==> src/rtl/core/rzd_pkg.sv <==
`timescale 1ns / 1ps

package rzd_pkg;

  // Field widths
  localparam int HW_W    = 16;
  localparam int VAL_W   = 10;
  localparam int RUN_W   = 6;
  localparam int ADDR_W  = 7;
  localparam int BYTE_W  = 8;
  localparam int IDX_W   = 6;
  localparam int COEF_W  = 11;
  localparam int SLOT_W  = 3;
  localparam int POS_W   = 7;
  localparam int PROD_W  = 18;   // 10-bit signed value times 8-bit table entry
  localparam int WIDE_W  = 25;   // product times 6-bit scale, plus rounding

  // Defaults for top-level parameters
  localparam logic [HW_W-1:0] END_MARKER_DEF  = 16'hFE00;
  localparam int              QUEUE_DEPTH_DEF = 2;

  // Input request types
  localparam logic REQ_HALFWORD = 1'b0;
  localparam logic REQ_TABLE    = 1'b1;

  // Slot sequence: 0..1 use the colour table, 2..5 luminance
  localparam logic [SLOT_W-1:0] SLOT_LAST       = 3'd5;
  localparam logic [SLOT_W-1:0] SLOT_COLOR_LAST = 3'd1;
  localparam logic [IDX_W-1:0]  POS_LAST        = 6'd63;

  localparam logic signed [WIDE_W-1:0] COEF_MAX = 25'sd1023;
  localparam logic signed [WIDE_W-1:0] COEF_MIN = -25'sd1024;

  // Inverse zigzag: scan position to natural position
  localparam logic [IDX_W-1:0] NAT_OF_SCAN [64] = '{
     0,  1,  8, 16,  9,  2,  3, 10, 17, 24, 32, 25, 18, 11,  4,  5,
    12, 19, 26, 33, 40, 48, 41, 34, 27, 20, 13,  6,  7, 14, 21, 28,
    35, 42, 49, 56, 57, 50, 43, 36, 29, 22, 15, 23, 30, 37, 44, 51,
    58, 59, 52, 45, 38, 31, 39, 46, 53, 60, 61, 54, 47, 55, 62, 63
  };

  typedef enum logic [1:0] {
    CMD_WRITE,
    CMD_DC,
    CMD_AC,
    CMD_END
  } cmd_kind_t;

  typedef struct packed {
    cmd_kind_t           kind;
    logic [HW_W-1:0]     halfword;
    logic [ADDR_W-1:0]   table_addr;
    logic [BYTE_W-1:0]   table_byte;
  } cmd_t;

  typedef enum logic [1:0] {
    SEQ_IDLE,
    SEQ_RUN,
    SEQ_PAD
  } seq_state_t;

  function automatic logic [IDX_W-1:0] nat_of_scan(input logic [IDX_W-1:0] p);
    return NAT_OF_SCAN[p];
  endfunction

  function automatic logic signed [COEF_W-1:0] clamp_coef(
    input logic signed [WIDE_W-1:0] x
  );
    logic signed [WIDE_W-1:0] y;
    y = x;
    if (x > COEF_MAX) y = COEF_MAX;
    if (x < COEF_MIN) y = COEF_MIN;
    return y[COEF_W-1:0];
  endfunction

endpackage

==> src/rtl/core/rzd_in_if.sv <==
`timescale 1ns / 1ps

interface rzd_in_if;
  logic                        valid;
  logic                        ready;
  logic                        req_type;
  logic [rzd_pkg::HW_W-1:0]    halfword;
  logic [rzd_pkg::ADDR_W-1:0]  table_addr;
  logic [rzd_pkg::BYTE_W-1:0]  table_byte;

  modport source (output valid, req_type, halfword, table_addr, table_byte, input ready);
  modport sink   (input valid, req_type, halfword, table_addr, table_byte, output ready);
endinterface

==> src/rtl/core/rzd_out_if.sv <==
`timescale 1ns / 1ps

interface rzd_out_if;
  logic                               valid;
  logic                               ready;
  logic [rzd_pkg::IDX_W-1:0]          coef_index;
  logic signed [rzd_pkg::COEF_W-1:0]  coef_value;
  logic [rzd_pkg::SLOT_W-1:0]         block_slot;
  logic                               last;

  modport source (output valid, coef_index, coef_value, block_slot, last, input ready);
  modport sink   (input valid, coef_index, coef_value, block_slot, last, output ready);
endinterface

==> src/rtl/core/rzd_front.sv <==
`timescale 1ns / 1ps

// Accepts input transactions, tracks block framing and turns each
// transaction into a command for the back end.
module rzd_front #(
  parameter logic [rzd_pkg::HW_W-1:0] END_MARKER = rzd_pkg::END_MARKER_DEF
) (
  input  logic           clk,
  input  logic           rst_n,
  rzd_in_if.sink         in_ch,
  input  logic           q_full,
  output logic           q_push,
  output rzd_pkg::cmd_t  q_cmd
);

  logic in_block_r, in_block_nxt;
  logic accept;
  logic is_end;

  assign in_ch.ready = !q_full;
  assign accept      = in_ch.valid && in_ch.ready;
  assign is_end      = (in_ch.halfword == END_MARKER);

  // Classify
  always_comb begin
    in_block_nxt        = in_block_r;
    q_push              = 1'b0;
    q_cmd.kind          = rzd_pkg::CMD_WRITE;
    q_cmd.halfword      = in_ch.halfword;
    q_cmd.table_addr    = in_ch.table_addr;
    q_cmd.table_byte    = in_ch.table_byte;
    if (accept) begin
      if (in_ch.req_type == rzd_pkg::REQ_TABLE) begin
        q_push = 1'b1;
      end else if (!in_block_r) begin
        // end marker outside a block is dropped
        if (!is_end) begin
          q_push       = 1'b1;
          q_cmd.kind   = rzd_pkg::CMD_DC;
          in_block_nxt = 1'b1;
        end
      end else if (is_end) begin
        q_push       = 1'b1;
        q_cmd.kind   = rzd_pkg::CMD_END;
        in_block_nxt = 1'b0;
      end else begin
        q_push     = 1'b1;
        q_cmd.kind = rzd_pkg::CMD_AC;
      end
    end
  end

  always_ff @(posedge clk) begin
    if (!rst_n) begin
      in_block_r <= 1'b0;
    end else begin
      in_block_r <= in_block_nxt;
    end
  end

endmodule

==> src/rtl/core/rzd_cmd_queue.sv <==
`timescale 1ns / 1ps

// Small command FIFO between front and back end.
module rzd_cmd_queue #(
  parameter int DEPTH = rzd_pkg::QUEUE_DEPTH_DEF
) (
  input  logic           clk,
  input  logic           rst_n,
  input  logic           push,
  input  rzd_pkg::cmd_t  push_cmd,
  input  logic           pop,
  output logic           full,
  output logic           not_empty,
  output rzd_pkg::cmd_t  head_cmd
);

  localparam int PTR_W = (DEPTH > 1) ? $clog2(DEPTH) : 1;
  localparam int CNT_W = $clog2(DEPTH + 1);

  rzd_pkg::cmd_t    slots_r [DEPTH];
  logic [PTR_W-1:0] wr_ptr_r, wr_ptr_nxt;
  logic [PTR_W-1:0] rd_ptr_r, rd_ptr_nxt;
  logic [CNT_W-1:0] cnt_r, cnt_nxt;

  assign full      = (cnt_r == CNT_W'(DEPTH));
  assign not_empty = (cnt_r != '0);
  assign head_cmd  = slots_r[rd_ptr_r];

  // Pointer and count update
  always_comb begin
    wr_ptr_nxt = wr_ptr_r;
    rd_ptr_nxt = rd_ptr_r;
    cnt_nxt    = cnt_r;
    if (push) begin
      wr_ptr_nxt = (wr_ptr_r == PTR_W'(DEPTH - 1)) ? '0 : wr_ptr_r + 1'b1;
    end
    if (pop) begin
      rd_ptr_nxt = (rd_ptr_r == PTR_W'(DEPTH - 1)) ? '0 : rd_ptr_r + 1'b1;
    end
    if (push && !pop) begin
      cnt_nxt = cnt_r + 1'b1;
    end else if (pop && !push) begin
      cnt_nxt = cnt_r - 1'b1;
    end
  end

  always_ff @(posedge clk) begin
    if (!rst_n) begin
      wr_ptr_r <= '0;
      rd_ptr_r <= '0;
      cnt_r    <= '0;
    end else begin
      wr_ptr_r <= wr_ptr_nxt;
      rd_ptr_r <= rd_ptr_nxt;
      cnt_r    <= cnt_nxt;
    end
  end

  always_ff @(posedge clk) begin
    if (push) begin
      slots_r[wr_ptr_r] <= push_cmd;
    end
  end

endmodule

==> src/rtl/core/rzd_back.sv <==
`timescale 1ns / 1ps

// Executes commands: table writes, run expansion, end padding, and the
// dequantization pipeline (table read, v*q, *scale with rounding and clamp).
module rzd_back (
  input  logic           clk,
  input  logic           rst_n,
  input  logic           color_mode,
  input  logic           cmd_valid,
  input  rzd_pkg::cmd_t  cmd,
  output logic           cmd_pop,
  rzd_out_if.source      out_ch
);

  localparam int HW_W   = rzd_pkg::HW_W;
  localparam int VAL_W  = rzd_pkg::VAL_W;
  localparam int RUN_W  = rzd_pkg::RUN_W;
  localparam int IDX_W  = rzd_pkg::IDX_W;
  localparam int POS_W  = rzd_pkg::POS_W;
  localparam int SLOT_W = rzd_pkg::SLOT_W;
  localparam int PROD_W = rzd_pkg::PROD_W;
  localparam int WIDE_W = rzd_pkg::WIDE_W;
  localparam int ADDR_W = rzd_pkg::ADDR_W;
  localparam int BYTE_W = rzd_pkg::BYTE_W;

  // Quantization store
  logic [BYTE_W-1:0] qmem [2**ADDR_W];
  logic              mem_we;
  logic [ADDR_W-1:0] rd_addr;
  logic [BYTE_W-1:0] q_rd_r;

  // Sequencer state
  rzd_pkg::seq_state_t state_r, state_nxt;
  logic [POS_W-1:0]    pos_r, pos_nxt;
  logic [RUN_W-1:0]    zeros_r, zeros_nxt;
  logic [VAL_W-1:0]    val_r, val_nxt;
  logic [RUN_W-1:0]    scale_r, scale_nxt;
  logic [SLOT_W-1:0]   slot_r, slot_nxt;

  // Issue of one coefficient into the pipeline
  logic              adv;
  logic              issue;
  logic [IDX_W-1:0]  iss_pos;
  logic [VAL_W-1:0]  iss_val;
  logic [RUN_W-1:0]  iss_scale;
  logic [IDX_W-1:0]  iss_idx;
  logic              use_color;

  // Stage 1: table data returns
  logic              s1_v_r;
  logic [IDX_W-1:0]  s1_idx_r;
  logic [VAL_W-1:0]  s1_val_r;
  logic              s1_dc_r;
  logic [RUN_W-1:0]  s1_scale_r;
  logic [SLOT_W-1:0] s1_slot_r;
  logic              s1_last_r;

  // Stage 2: v*q
  logic signed [PROD_W-1:0] p1;
  logic                     s2_v_r;
  logic signed [PROD_W-1:0] s2_prod_r;
  logic [IDX_W-1:0]         s2_idx_r;
  logic [VAL_W-1:0]         s2_val_r;
  logic                     s2_dc_r;
  logic [RUN_W-1:0]         s2_scale_r;
  logic [SLOT_W-1:0]        s2_slot_r;
  logic                     s2_last_r;

  // Stage 3: scale, round toward zero, clamp
  logic signed [WIDE_W-1:0] prod_wide;
  logic signed [WIDE_W-1:0] p2;
  logic signed [WIDE_W-1:0] rnd;
  logic signed [WIDE_W-1:0] ac_q;
  logic signed [WIDE_W-1:0] dbl;
  logic signed [WIDE_W-1:0] sel;
  logic                     out_valid_r;
  logic [IDX_W-1:0]         out_idx_r;
  logic signed [rzd_pkg::COEF_W-1:0] out_val_r;
  logic [SLOT_W-1:0]        out_slot_r;
  logic                     out_last_r;

  assign adv = !out_valid_r || out_ch.ready;

  // Sequencer
  always_comb begin
    state_nxt = state_r;
    pos_nxt   = pos_r;
    zeros_nxt = zeros_r;
    val_nxt   = val_r;
    scale_nxt = scale_r;
    slot_nxt  = slot_r;
    cmd_pop   = 1'b0;
    mem_we    = 1'b0;
    issue     = 1'b0;
    iss_pos   = pos_r[IDX_W-1:0];
    iss_val   = '0;
    iss_scale = scale_r;
    case (state_r)
      rzd_pkg::SEQ_IDLE: begin
        if (cmd_valid) begin
          case (cmd.kind)
            rzd_pkg::CMD_WRITE: begin
              cmd_pop = 1'b1;
              mem_we  = 1'b1;
            end
            rzd_pkg::CMD_DC: begin
              if (adv) begin
                cmd_pop   = 1'b1;
                issue     = 1'b1;
                iss_pos   = '0;
                iss_val   = cmd.halfword[VAL_W-1:0];
                iss_scale = cmd.halfword[HW_W-1:VAL_W];
                scale_nxt = cmd.halfword[HW_W-1:VAL_W];
                pos_nxt   = POS_W'(1);
              end
            end
            rzd_pkg::CMD_AC: begin
              cmd_pop   = 1'b1;
              zeros_nxt = cmd.halfword[HW_W-1:VAL_W];
              val_nxt   = cmd.halfword[VAL_W-1:0];
              state_nxt = rzd_pkg::SEQ_RUN;
            end
            rzd_pkg::CMD_END: begin
              cmd_pop   = 1'b1;
              state_nxt = rzd_pkg::SEQ_PAD;
            end
            default: begin
              cmd_pop = 1'b1;
            end
          endcase
        end
      end
      rzd_pkg::SEQ_RUN: begin
        // zeros of the run first, then the value; past the block end nothing issues
        if (adv) begin
          if (zeros_r != '0) begin
            zeros_nxt = zeros_r - 1'b1;
          end else begin
            iss_val   = val_r;
            state_nxt = rzd_pkg::SEQ_IDLE;
          end
          if (!pos_r[POS_W-1]) begin
            issue   = 1'b1;
            pos_nxt = pos_r + 1'b1;
          end
        end
      end
      rzd_pkg::SEQ_PAD: begin
        if (pos_r[POS_W-1]) begin
          // block closes
          pos_nxt   = '0;
          state_nxt = rzd_pkg::SEQ_IDLE;
          if (!color_mode) begin
            slot_nxt = '0;
          end else if (slot_r >= rzd_pkg::SLOT_LAST) begin
            slot_nxt = '0;
          end else begin
            slot_nxt = slot_r + 1'b1;
          end
        end else if (adv) begin
          issue   = 1'b1;
          pos_nxt = pos_r + 1'b1;
        end
      end
      default: begin
        state_nxt = rzd_pkg::SEQ_IDLE;
      end
    endcase
  end

  always_ff @(posedge clk) begin
    if (!rst_n) begin
      state_r <= rzd_pkg::SEQ_IDLE;
      pos_r   <= '0;
      scale_r <= '0;
      slot_r  <= '0;
    end else begin
      state_r <= state_nxt;
      pos_r   <= pos_nxt;
      scale_r <= scale_nxt;
      slot_r  <= slot_nxt;
    end
  end

  always_ff @(posedge clk) begin
    zeros_r <= zeros_nxt;
    val_r   <= val_nxt;
  end

  // Table address for the issued coefficient
  assign iss_idx   = (iss_scale == '0) ? iss_pos : rzd_pkg::nat_of_scan(iss_pos);
  assign use_color = color_mode && (slot_r <= rzd_pkg::SLOT_COLOR_LAST);
  assign rd_addr   = {use_color, iss_idx};

  // Store write and registered read
  always_ff @(posedge clk) begin
    if (mem_we) begin
      qmem[cmd.table_addr] <= cmd.table_byte;
    end
    if (adv) begin
      q_rd_r <= qmem[rd_addr];
    end
  end

  // Stage 1
  always_ff @(posedge clk) begin
    if (!rst_n) begin
      s1_v_r <= 1'b0;
    end else if (adv) begin
      s1_v_r <= issue;
    end
  end

  always_ff @(posedge clk) begin
    if (adv) begin
      s1_idx_r   <= iss_idx;
      s1_val_r   <= iss_val;
      s1_dc_r    <= (iss_pos == '0);
      s1_scale_r <= iss_scale;
      s1_slot_r  <= color_mode ? slot_r : '0;
      s1_last_r  <= (iss_pos == rzd_pkg::POS_LAST);
    end
  end

  // Stage 2: signed value times unsigned table entry
  assign p1 = PROD_W'($signed(s1_val_r)) * PROD_W'($signed({1'b0, q_rd_r}));

  always_ff @(posedge clk) begin
    if (!rst_n) begin
      s2_v_r <= 1'b0;
    end else if (adv) begin
      s2_v_r <= s1_v_r;
    end
  end

  always_ff @(posedge clk) begin
    if (adv) begin
      s2_prod_r  <= p1;
      s2_idx_r   <= s1_idx_r;
      s2_val_r   <= s1_val_r;
      s2_dc_r    <= s1_dc_r;
      s2_scale_r <= s1_scale_r;
      s2_slot_r  <= s1_slot_r;
      s2_last_r  <= s1_last_r;
    end
  end

  // Stage 3: AC is (p1*scale + 4) / 8 truncated toward zero
  assign prod_wide = WIDE_W'(s2_prod_r);
  assign p2        = prod_wide * $signed({{(WIDE_W-RUN_W){1'b0}}, s2_scale_r});
  assign rnd       = p2 + WIDE_W'(4);
  assign ac_q      = (rnd + (rnd[WIDE_W-1] ? WIDE_W'(7) : WIDE_W'(0))) >>> 3;
  assign dbl       = WIDE_W'($signed(s2_val_r)) <<< 1;

  always_comb begin
    if (s2_scale_r == '0) begin
      sel = dbl;
    end else if (s2_dc_r) begin
      sel = prod_wide;
    end else begin
      sel = ac_q;
    end
  end

  always_ff @(posedge clk) begin
    if (!rst_n) begin
      out_valid_r <= 1'b0;
    end else if (adv) begin
      out_valid_r <= s2_v_r;
    end
  end

  always_ff @(posedge clk) begin
    if (adv) begin
      out_idx_r  <= s2_idx_r;
      out_val_r  <= rzd_pkg::clamp_coef(sel);
      out_slot_r <= s2_slot_r;
      out_last_r <= s2_last_r;
    end
  end

  assign out_ch.valid      = out_valid_r;
  assign out_ch.coef_index = out_idx_r;
  assign out_ch.coef_value = out_val_r;
  assign out_ch.block_slot = out_slot_r;
  assign out_ch.last       = out_last_r;

endmodule

==> src/rtl/core/rle_zigzag_dequant_block_decoder.sv <==
`timescale 1ns / 1ps

// Channel   | Port                   | Direction | Transaction
// ----------+------------------------+-----------+-------------------------------
// input     | in_ch (rzd_in_if)      | sink      | halfword or table byte write
// result    | out_ch (rzd_out_if)    | source    | one dequantized coefficient
// config    | cfg_we / cfg_wdata     | in        | color_mode write, no handshake
//
// A table write or DC halfword runs from idle; an AC halfword loads, then steps
// through its zeros and then its value (positions past 63 dropped); an end marker
// pads then closes the block. A coefficient passes the table read, v*q and *scale
// registers after issue. Reset clears framing, position, scale, slot, queue and
// pipeline valids, not the quantization store. A stall on out_ch freezes the
// pipeline and issue; in_ch accepts until the queue (2 entries by default) fills.
module rle_zigzag_dequant_block_decoder #(
  parameter logic [rzd_pkg::HW_W-1:0] END_MARKER  = rzd_pkg::END_MARKER_DEF,
  parameter int                       QUEUE_DEPTH = rzd_pkg::QUEUE_DEPTH_DEF
) (
  input  logic        clk,
  input  logic        rst_n,
  rzd_in_if.sink      in_ch,
  rzd_out_if.source   out_ch,
  input  logic        cfg_we,
  input  logic        cfg_wdata
);

  logic          color_mode_r;
  logic          q_push;
  logic          q_pop;
  logic          q_full;
  logic          q_not_empty;
  rzd_pkg::cmd_t q_push_cmd;
  rzd_pkg::cmd_t q_head_cmd;

  // Mode register
  always_ff @(posedge clk) begin
    if (!rst_n) begin
      color_mode_r <= 1'b0;
    end else if (cfg_we) begin
      color_mode_r <= cfg_wdata;
    end
  end

  rzd_front #(
    .END_MARKER (END_MARKER)
  ) u_front (
    .clk    (clk),
    .rst_n  (rst_n),
    .in_ch  (in_ch),
    .q_full (q_full),
    .q_push (q_push),
    .q_cmd  (q_push_cmd)
  );

  rzd_cmd_queue #(
    .DEPTH (QUEUE_DEPTH)
  ) u_queue (
    .clk       (clk),
    .rst_n     (rst_n),
    .push      (q_push),
    .push_cmd  (q_push_cmd),
    .pop       (q_pop),
    .full      (q_full),
    .not_empty (q_not_empty),
    .head_cmd  (q_head_cmd)
  );

  rzd_back u_back (
    .clk        (clk),
    .rst_n      (rst_n),
    .color_mode (color_mode_r),
    .cmd_valid  (q_not_empty),
    .cmd        (q_head_cmd),
    .cmd_pop    (q_pop),
    .out_ch     (out_ch)
  );

  // Checks
  a_last_at_63: assert property (@(posedge clk) disable iff (!rst_n)
    out_ch.valid && out_ch.last |-> out_ch.coef_index == rzd_pkg::POS_LAST)
    else $error("last flagged away from position 63");

  a_slot_range: assert property (@(posedge clk) disable iff (!rst_n)
    out_ch.valid |-> out_ch.block_slot <= rzd_pkg::SLOT_LAST)
    else $error("block slot out of range");

  a_mono_slot: assert property (@(posedge clk) disable iff (!rst_n)
    out_ch.valid && !color_mode_r |-> out_ch.block_slot == '0)
    else $error("nonzero slot in mono mode");

  a_no_overflow: assert property (@(posedge clk) disable iff (!rst_n)
    q_push |-> !q_full || q_pop)
    else $error("command queue overflow");

  a_reset_idle: assert property (@(posedge clk)
    !rst_n |=> !out_ch.valid)
    else $error("result valid right after reset");

endmodule

==> src/flat_wrapper.sv <==
// flat-port wrapper written by rule: the top's interface ports become plain ports
module rle_zigzag_dequant_block_decoder_flat 
#(
  parameter logic [rzd_pkg::HW_W-1:0] END_MARKER  = rzd_pkg::END_MARKER_DEF,
  parameter int                       QUEUE_DEPTH = rzd_pkg::QUEUE_DEPTH_DEF
)
  (clk, rst_n, cfg_we, cfg_wdata, in_ch_valid, in_ch_req_type, in_ch_halfword, in_ch_table_addr, in_ch_table_byte, in_ch_ready, out_ch_valid, out_ch_coef_index, out_ch_coef_value, out_ch_block_slot, out_ch_last, out_ch_ready);
  rzd_in_if in_ch_i ();
  rzd_out_if out_ch_i ();
  input  logic clk;
  input  logic rst_n;
  input  logic cfg_we;
  input  logic cfg_wdata;
  input wire logic [$bits(in_ch_i.valid)-1:0] in_ch_valid;
  input wire logic [$bits(in_ch_i.req_type)-1:0] in_ch_req_type;
  input wire logic [$bits(in_ch_i.halfword)-1:0] in_ch_halfword;
  input wire logic [$bits(in_ch_i.table_addr)-1:0] in_ch_table_addr;
  input wire logic [$bits(in_ch_i.table_byte)-1:0] in_ch_table_byte;
  output wire logic [$bits(in_ch_i.ready)-1:0] in_ch_ready;
  output wire logic [$bits(out_ch_i.valid)-1:0] out_ch_valid;
  output wire logic [$bits(out_ch_i.coef_index)-1:0] out_ch_coef_index;
  output wire logic [$bits(out_ch_i.coef_value)-1:0] out_ch_coef_value;
  output wire logic [$bits(out_ch_i.block_slot)-1:0] out_ch_block_slot;
  output wire logic [$bits(out_ch_i.last)-1:0] out_ch_last;
  input wire logic [$bits(out_ch_i.ready)-1:0] out_ch_ready;
  assign in_ch_i.valid = in_ch_valid;
  assign in_ch_i.req_type = in_ch_req_type;
  assign in_ch_i.halfword = in_ch_halfword;
  assign in_ch_i.table_addr = in_ch_table_addr;
  assign in_ch_i.table_byte = in_ch_table_byte;
  assign in_ch_ready = in_ch_i.ready;
  assign out_ch_valid = out_ch_i.valid;
  assign out_ch_coef_index = out_ch_i.coef_index;
  assign out_ch_coef_value = out_ch_i.coef_value;
  assign out_ch_block_slot = out_ch_i.block_slot;
  assign out_ch_last = out_ch_i.last;
  assign out_ch_i.ready = out_ch_ready;
  rle_zigzag_dequant_block_decoder #(.END_MARKER(END_MARKER), .QUEUE_DEPTH(QUEUE_DEPTH)) u_core (.clk(clk), .rst_n(rst_n), .in_ch(in_ch_i), .out_ch(out_ch_i), .cfg_we(cfg_we), .cfg_wdata(cfg_wdata));
endmodule
==> config.mk <==
export PLATFORM = sky130hd
export DESIGN_NAME = rle_zigzag_dequant_block_decoder_flat
export DESIGN_NICKNAME = d
export VERILOG_FILES = /design/src/rtl/core/rzd_pkg.sv /design/src/rtl/core/rzd_in_if.sv /design/src/rtl/core/rzd_out_if.sv /design/src/rtl/core/rzd_front.sv /design/src/rtl/core/rzd_cmd_queue.sv /design/src/rtl/core/rzd_back.sv /design/src/rtl/core/rle_zigzag_dequant_block_decoder.sv /design/src/flat_wrapper.sv
export SDC_FILE = /design/constraint.sdc
export NUM_CORES = 2
export LEC_CHECK = 0
export BUFFER_PORTS_ARGS = -buffer_cell sky130_fd_sc_hd__buf_2
export CORE_ASPECT_RATIO = 1.2
export CORE_UTILIZATION = 49
export CTS_CLUSTER_SIZE = 14
export DETAILED_ROUTE_END_ITERATION = 7
export PLACE_DENSITY = 0.71
export SLEW_MARGIN = 25
export SYNTH_ARGS = -nofsm -noshare
export SYNTH_HDL_FRONTEND = slang
export SYNTH_SLANG_ARGS = --single-unit
==> constraint.sdc <==
create_clock -name clk -period 9.2 [get_ports clk]
set_clock_uncertainty 0.2 [all_clocks]
set_input_delay 1.84 -clock clk [delete_from_list [all_inputs] [get_ports clk]]
set_output_delay 1.84 -clock clk [all_outputs]
set_load 0.05 [all_outputs]
==> results.yml <==
clock_tree:
  cts-resized-gates: 0
  cts_made_buffers: 116
  clkLatencyLatePin_ns: 0.74
  cts_hold_buf: 0
  cts_setup_buffers: 0
  h-tree-depth: 3
  cts_tree: "built"
  cts_root_buf: "clkbuf_16"
  cts.sinks: 1235
  path_clk_slew_ns: 0.06
  clockBufferDepth: 3
floorplan:
  boundaryPins: 61
  rows: 138
  die_h_microns: 379
  die_w_microns: 317
  die-area_sq_mm: 0.120
  start_util_pct: 49.3
  fp.coreArea_sq_mm: 0.118
detailed_routing:
  routed_wl_microns: 151000
  dr.pass1.iters: 6
  antenna_left: 0
  drtIter0Drc: 4045
  drcViolationCount: 0
  wire_per_inst_microns: 24.5
  vias_per_cell: 5.99
  vias: 36817
power:
  power_density_mw_per_mm2: 288
  ir_worst_vdd_mv: 0.218
  p_leak_nw: 23.9
worst_setup_path:
  worst_setup_path_start_kind: "flip-flop"
  end_kind: "flip-flop"
  arrival_ns: 7.73
  critPathRequiredTime_ns: 9.42
  cp_max_fo: 19
  path_class: "flip-flop to flip-flop"
global_routing:
  grt_pass1_wl_microns: 226000
  antenna_found_initial: 3
  gr-total-overflow: 0
  grt_max_degree: 103
  first_global_vias: 36162
  grtUsageTotal_pct: 25.2
yosys:
  yosysSeqAreaShare_pct: 63.3
  synth_area_sq_mm: 0.0582
  synth_edf_count: 1207
  postSynthCellCount: 4490
  syn_area_per_cell_sq_um: 13.0
  synth_nets: 4772
  synth-seq-cells: 1235
  yosys_most_used_dff: "edfxtp_1"
  yosys_warnings: 0
  synth.distinct_cells: 96
  synth-async-reset-ratio_pct: 0
status:
  outcome: "complete, no violations"
finish:
  drive_above_1_share_pct: 8.86
  fin_nets: 4785
  area_growth_pct: 10.1
sta:
  timing.fmax_ghz: 0.133
  timing.final.crit_share_pct: 81.6
  rsz0062_at_grt: "false"
  slew_headroom_pct: 18.4
  fin_crit_ns: 7.50
  final.setup.tns_ns: 0
  tightest_slew_ns: 1.22
  finalMaxSlewViolations: 0
  fin_hold_ws_ns: 0.218
  hold_viol: 0
  setup_viol: 0
place:
  hpwl_microns: 96500
  place.gp.congestion: 0.937
  numPortBuffers: 60
worst_hold_path:
  hold_path.class: "flip-flop to flip-flop"
flow_run:
  maxCapViolCount: 0
## placed cells by master, fill, tap and decap left out, drive strengths merged, types with 43 or more instances in the layout
| cell type | instances |
|---|---|
| ha | 104 |
| a21oi | 188 |
| and2 | 152 |
| nor3 | 63 |
| nand2 | 716 |
| buf | 129 |
| edfxtp | 1207 |
| fa | 140 |
| inv | 230 |
| mux2i | 293 |
| nand3 | 226 |
| clkinv | 52 |
| clkbuf | 147 |
| o21ai | 102 |
| xnor2 | 43 |
| o221ai | 56 |
| nor2 | 209 |
## flip-flops by register name (all words and copies together) (netlist names), 7 cells and up, named ones only
name / cells
u_core.u_back.qmem: 1024
u_core.u_back.s1_val_r: 10
u_core.u_back.s2_val_r: 10
u_core.u_queue.slots_r: 66
u_core.u_back.pos_r: 7
u_core.u_back.q_rd_r: 8
u_core.u_back.val_r: 10
u_core.u_back.s2_prod_r: 18
u_core.u_back.out_ch.coef_value: 11
## power breakdown
group          switching, mW  internal, mW
Combinational           4.46          2.08
Sequential             0.309          6.87
Clock                   2.10          2.65
Total                   6.87          11.6
## Yosys cell counts (18+ instances only)
cell | instances | area, sq um
mux2_2 | 39 | 439
nand2_1 | 716 | 2690
buf_1 | 36 | 135
a211oi_1 | 38 | 285
a2111oi_0 | 22 | 193
nor2_1 | 208 | 781
o21ai_0 | 91 | 455
o221ai_1 | 56 | 490
and2_1 | 152 | 951
inv_1 | 222 | 833
clkbuf_1 | 126 | 473
nor3_1 | 63 | 315
dfxtp_1 | 28 | 561
xnor2_1 | 42 | 368
fa_1 | 140 | 2800
nand4_1 | 20 | 125
a31oi_1 | 18 | 113
nor4_1 | 18 | 113
buf_2 | 61 | 305
mux2i_1 | 293 | 2930
xor2_1 | 19 | 166
o22ai_1 | 30 | 188
a21oi_1 | 185 | 926
ha_1 | 104 | 1300
edfxtp_1 | 1207 | 36200
nand3_1 | 226 | 1130
## metal layers
layer  vias up  part of all wire (%)  GRT usage [%]
met5         -                0.0093              0
met4         2                   5.7           14.1
met3       366                   7.2           3.63
met2      1649                    49           41.7
met1     18307                    38           31.8
li1      16493                     -              -
## kinds of logic (layout without fill, tap and decap cells)
kind of cell,after synthesis,in the layout,share of synthesized area (%)
AND/OR/NAND/NOR,1501,1501,11.7
other,0,2,0
XOR/XNOR,62,62,0.946
adder cells (fa/ha/maj),244,244,7.05
flip-flops,1235,1235,63.3
multiplexers,332,332,5.79
buffers and inverters,459,572,3.17
AO/OA/AOI/OAI,657,657,8.07
## layout make-up
type,instances,area (sq um)
diodes,2,5.00
clock buffers,147,3070
clock inverters,71,676
fillers,9567,53900
inverters,225,857
multi-input cells,2796,19700
flip-flops and latches,1235,36800
well taps,1540,1930
repair buffers,129,1010
## worst paths after layout
path,endpoint,from,depth (start not counted),slack [ns]
setup reg to reg,u_core.u_back.out_ch.coef_value[4]$_SDFFCE_PP0N_,u_core.u_back.s2_scale_r[1]$_DFFE_PN_,21,1.70
hold reg to reg,u_core.u_back.s2_idx_r[0]$_DFFE_PN_,u_core.u_back.s1_idx_r[0]$_DFFE_PN_,0,0.22
setup / recovery,u_core.u_back.out_ch.coef_value[4]$_SDFFCE_PP0N_,u_core.u_back.s2_scale_r[1]$_DFFE_PN_,21,1.70
hold / removal,u_core.u_back.s2_idx_r[0]$_DFFE_PN_,u_core.u_back.s1_idx_r[0]$_DFFE_PN_,0,0.22
## through the flow
step	area (sq um)	util [%]	instances	power, mW	setup slack, ns
6_report	64100	54.3	6145	18.5	1.70
5_1_grt	64100	54.3	6145	19.2	1.20
4_1_cts	64000	54.3	6142	18.5	1.74
3_5_place_dp	60300	51.1	5924	13.8	1.17
3_3_place_gp	60200	51.1	5923	13.6	1.28
2_1_floorplan	58200	-	4490	11.6	1.76
## worst max-delay path, stage by stage, from the launching register on
cell      delay (ns)
edfxtp_1        0.74
nand2_1         0.31
fa_1            0.69
inv_1           0.09
fa_1            0.46
fa_1            0.51
inv_1           0.05
fa_1            0.49
inv_1           0.04
ha_1            0.43
inv_1           0.11
nor3_1          0.45
o31ai_1         0.12
mux2i_1         0.28
nand3b_1        0.11
buf_4           0.21
or2_0           0.26
or4_1           0.61
o31ai_4         0.27
a21oi_2         0.07
o31ai_4         0.52
o21ai_1         0.14
Power figures use the tool's default switching activity.
